File: src/hw/rtl/pstb_pkg.sv
package pstb_pkg;

   // Width of a five-tap channel sum (at most 1275)
   localparam int SUM_W = 11;

   // Opcodes of the input word
   localparam logic [1:0] OP_LOAD   = 2'd0;
   localparam logic [1:0] OP_FILTER = 2'd1;
   localparam logic [1:0] OP_SWAP   = 2'd2;

   typedef struct packed {
      logic [7:0] red;
      logic [7:0] green;
      logic [7:0] blue;
   } pixel_type;

   typedef struct packed {
      logic [1:0] opcode;
      logic [7:0] col;
      logic [7:0] row;
      logic [7:0] red_in;
      logic [7:0] green_in;
      logic [7:0] blue_in;
   } req_type;

   typedef struct packed {
      logic [7:0] col_out;
      logic [7:0] row_out;
      logic [7:0] red_out;
      logic [7:0] green_out;
      logic [7:0] blue_out;
   } rsp_type;

   // Control from the sequencer to the averaging datapath
   typedef struct packed {
      logic clear;
      logic add;
      logic divide;
   } avg_ctrl_type;

endpackage

File: src/hw/rtl/pstb_avg.sv
module pstb_avg (
   input  logic                   clock,
   input  pstb_pkg::avg_ctrl_type ctrl,
   input  pstb_pkg::pixel_type    tap,
   output pstb_pkg::pixel_type    avg
);
   import pstb_pkg::*;

   // Divide by five as multiply by 3277 / 2^14, exact for sums up to 1275
   localparam int DIV5_MUL   = 3277;
   localparam int DIV5_SHIFT = 14;
   localparam int PROD_W     = SUM_W + 12;

   function automatic logic [7:0] div_by5(input logic [SUM_W-1:0] s);
      logic [PROD_W-1:0] prod;
      prod = PROD_W'(s) * PROD_W'(DIV5_MUL);
      return prod[DIV5_SHIFT +: 8];
   endfunction

   logic [SUM_W-1:0] red_sum_ff, green_sum_ff, blue_sum_ff;
   logic [SUM_W-1:0] red_sum_in, green_sum_in, blue_sum_in;
   pixel_type        avg_ff;

   // Clear at the start of a pixel, add each tap as it leaves the memory
   always_comb begin
      red_sum_in   = red_sum_ff;
      green_sum_in = green_sum_ff;
      blue_sum_in  = blue_sum_ff;
      if (ctrl.clear) begin
         red_sum_in   = '0;
         green_sum_in = '0;
         blue_sum_in  = '0;
      end else if (ctrl.add) begin
         red_sum_in   = red_sum_ff + SUM_W'(tap.red);
         green_sum_in = green_sum_ff + SUM_W'(tap.green);
         blue_sum_in  = blue_sum_ff + SUM_W'(tap.blue);
      end
   end

   always_ff @(posedge clock) begin
      red_sum_ff   <= red_sum_in;
      green_sum_ff <= green_sum_in;
      blue_sum_ff  <= blue_sum_in;
      if (ctrl.divide) begin
         avg_ff.red   <= div_by5(red_sum_ff);
         avg_ff.green <= div_by5(green_sum_ff);
         avg_ff.blue  <= div_by5(blue_sum_ff);
      end
   end

   assign avg = avg_ff;

endmodule

File: config.mk
export PLATFORM = sky130hd
export DESIGN_NAME = pstb_avg
export DESIGN_NICKNAME = d
export VERILOG_FILES = /design/src/hw/rtl/pstb_pkg.sv /design/src/hw/rtl/pstb_avg.sv
export SDC_FILE = /design/constraint.sdc
export NUM_CORES = 1
export LEC_CHECK = 0
export ABC_AREA = 1
export ABC_CLOCK_PERIOD_IN_PS = 5000
export BUFFER_PORTS_ARGS = -buffer_cell sky130_fd_sc_hd__buf_2
export CAP_MARGIN = 15
export CELL_PAD_IN_SITES_DETAIL_PLACEMENT = 0
export CELL_PAD_IN_SITES_GLOBAL_PLACEMENT = 1
export CORE_ASPECT_RATIO = 1.75
export CORE_MARGIN = 4
export CORE_UTILIZATION = 48
export CTS_CLUSTER_DIAMETER = 80
export CTS_CLUSTER_SIZE = 24
export DETAILED_ROUTE_END_ITERATION = 10
export GPL_TIMING_DRIVEN = 0
export HOLD_SLACK_MARGIN = 0.02
export PLACE_DENSITY = 0.88
export REMOVE_ABC_BUFFERS = 1
export SKIP_LAST_GASP = 1
export SYNTH_ARGS = -nofsm -noshare
export SYNTH_HDL_FRONTEND = slang
export SYNTH_SLANG_ARGS = --single-unit
File: constraint.sdc
create_clock -name clock -period 5 [get_ports clock]
set_input_delay 1.25 -clock clock [delete_from_list [all_inputs] [get_ports clock]]
set_output_delay 1.25 -clock clock [all_outputs]
set_load 0.01 [all_outputs]
==> impl_metrics.py <==
metrics = {
    "critical_path": {
        "cp_max_fo": 6,
        "critPathCaptureType": "register",
        "rrSetupSlack_ns": 0.34,
        "slowest_stage": "fa_1",
        "crit_type": "reg -> reg",
        "critPathBufInv": 4,
        "crit_chain": "ha_1, inv_1, fa_1, inv_1, fa_1, inv_1, fa_1, inv_1, fa_1, ha_1, a21oi_1, a21boi_1, nor2_1, nor2_1, nand2_1, nand2_1, nand2_1",
        "critPathTopFamily": "adder cells",
        "rr_endpoint": "avg[18]",
        "crit_required_ns": 5.10,
        "start_kind": "register",
        "reg2reg_from": "red_sum_ff[7]",
        "cpPeakStageDelay_ns": 0.62,
        "ff2ff_path_depth": 17,
        "worstPathArrival_ns": 4.77,
    },
    "timing": {
        "final-max-slew-violation-count": 0,
        "tns_ns": 0,
        "setup_ws_ns": 0.337,
        "maxSlewHeadroom": 0.477,
        "clock.fmax_ghz": 0.214,
        "fin_hold_ws_ns": 0.571,
        "finalSetupViolations": 0,
        "worst_pin_slew_ns": 0.783,
        "fin_crit_ns": 4.66,
        "period_share": 0.933,
        "clock_skew_ns": 0.00648,
        "rsz0062_at_grt": "no",
        "finalHoldViolations": 0,
    },
    "final_layout": {
        "mostFrequentLayoutCell": "inv_1",
        "post-route-util": 0.531,
        "n_antenna_cell": 0,
        "final_cell_mix": "inv_1 (347), nand2_1 (290), ha_1 (213)",
        "fin_cells": 1731,
        "drive_gt1_frac": 0.0575,
        "finalInstanceArea_sq_um": 11200,
        "nets": 1776,
        "areaGrowthSynthToFinish_pct": 8.15,
    },
    "clocking": {
        "clock-root-buffer": "clkbuf_16",
        "cts.sinks": 57,
        "hold_buffers": 0,
        "numCtsBuffers": 9,
        "cts.path.max_buffers": 2,
        "cts_tree": "done",
        "htreeDepth": 3,
        "clk_latency_ns": 0.35,
        "path_clk_slew_ns": 0.05,
    },
    "global_routing": {
        "overflow": 0,
        "antenna_found_initial": 0,
        "grt_max_degree": 42,
        "grt_pass1_vias": 8973,
        "grt_pass1_wl_mm": 40.2,
        "gr-usage-all-layers": 0.207,
    },
    "worst_hold_path": {
        "min-delay-start": "blue_sum_ff[10]",
        "worstHoldEndpoint": "blue_sum_ff[10]",
        "min_path_type": "reg -> reg",
        "hold_depth": 2,
    },
    "yosys": {
        "ys_seq_area_frac": 0.133,
        "ys_ff_latch": 57,
        "synth_cell_types": 31,
        "netlist_area_sq_um": 10400,
        "synthCells": 1387,
        "syn_area_per_cell_sq_um": 7.47,
        "yosysWarnings": 0,
    },
    "placement": {
        "place_ws_ns": 0.177,
        "post_dp_cell_area_sq_um": 10900,
        "hpwlAfterDp_mm": 20.8,
        "place_inst": 1716,
        "place_congestion": 0.832,
        "port_buffers": 51,
    },
    "die": {
        "start_util": 0.491,
        "die_w_um": 119,
        "die_height_um": 202,
        "core_area_sq_um": 21100,
        "rows": 70,
        "ios": 52,
        "die_area_sq_um": 24100,
    },
    "detailed_routing": {
        "routed_via_density": 4.91,
        "drt_iter0_drc": 295,
        "wl_per_cell_um": 13.8,
        "num_vias": 8502,
        "drc": 0,
        "dr.pass1.iters": 4,
        "ant_nets": 0,
        "drt-total-wl_mm": 23.8,
    },
    "run": {
        "drv_cap": 0,
    },
    "outcome": {
        "status": "completed",
    },
    "power_and_ir_drop": {
        "ir_drop_v": 0.000237,
        "power.total_mw": 3.82,
        "p_leak_nw": 6.72,
        "p_per_area_nw_per_um2": 341,
    },
}
-- how the worst max path moves through the flow --
stage	start	end	slack [ns]	cells after the start
after floorplan	red_sum_ff[9]	avg[19]	0.90	19
after global placement	red_sum_ff[7]	avg[18]	0.21	17
after detailed placement	red_sum_ff[7]	avg[18]	0.18	17
after CTS	red_sum_ff[7]	avg[18]	0.17	17
after global routing	red_sum_ff[7]	avg[18]	0.12	17
final	red_sum_ff[7]	avg[18]	0.34	17
-- cell families (layout without fill, tap and decap cells) --
logic type,after synthesis,after routing,share of synthesized area
buffers and inverters,359,415,0.131
adders and majority gates,309,309,0.443
and+or+nand+nor,517,517,0.212
DFF,57,57,0.133
xor gates and xnor gates,19,19,0.0161
AOI/OAI and AO/OA,126,126,0.0652
-- flip-flops by register name, indices dropped and copies added (netlist names) --
| signal | flops |
|---|---|
| green_sum_ff | 11 |
| avg | 24 |
| blue_sum_ff | 11 |
| red_sum_ff | 11 |
-- synth_stat cells --
master	instances	area, sq um
inv_1	347	1300
nand2_1	290	1090
ha_1	213	2670
nor2_1	97	364
fa_1	96	1920
nand3_1	80	400
a21oi_1	77	385
dfxtp_1	33	661
o21ai_0	29	145
edfxtp_1	24	721
nand4_1	13	81.3
nor3_1	11	55.1
o21bai_1	11	82.6
xor2_1	10	87.6
xnor2_1	9	78.8
nand2_2	7	43.8
a21o_1	6	45.0
buf_2	5	25.0
and2_1	4	25.0
clkbuf_1	4	15.0
nand3b_1	4	30.0
nor2_2	3	18.8
inv_2	2	7.51
nand3_2	2	20.0
nor2_4	2	22.5
nor4_1	2	12.5
o21ai_1	2	10.0
a21boi_0	1	7.51
buf_1	1	3.75
nor3_2	1	10.0
nor4_4	1	21.3
-- report_power, final --
part / internal, mW / switching, mW
clock network: 0.358 / 0.232
registers: 0.598 / 0.0642
logic: 0.938 / 1.63
total: 1.89 / 1.93
-- worst min-delay path, delay by kind of cell (launching register included) --
| kind | cells | cell delay (ns) |
|---|---|---|
| flip-flops | 1 | 0.35 |
| AO/OA/AOI/OAI | 1 | 0.13 |
| AND/OR/NAND/NOR | 1 | 0.05 |
-- layer usage --
metal	vias up	share of wire	global-route usage
met5	-	0	0
met4	0	0.052	0.114
met3	66	0.021	0.0216
met2	120	0.58	0.424
met1	3888	0.35	0.193
li1	4428	-	-
-- timing repair --
action                     CTS  global route
setup endpoints to repair    0             2
hold endpoints to repair     0             0
resized for setup            0             1
buffers inserted             0             0
-- cell type report --
class | count | area [sq um]
inverters | 349 | 1310
clock buffers | 12 | 256
flip-flops and latches | 57 | 1380
repair buffers | 51 | 255
multi-input cells | 971 | 7620
well taps | 288 | 360
clock inverters | 3 | 16.3
fillers | 2078 | 9910
(Power assumes the default switching activity.)
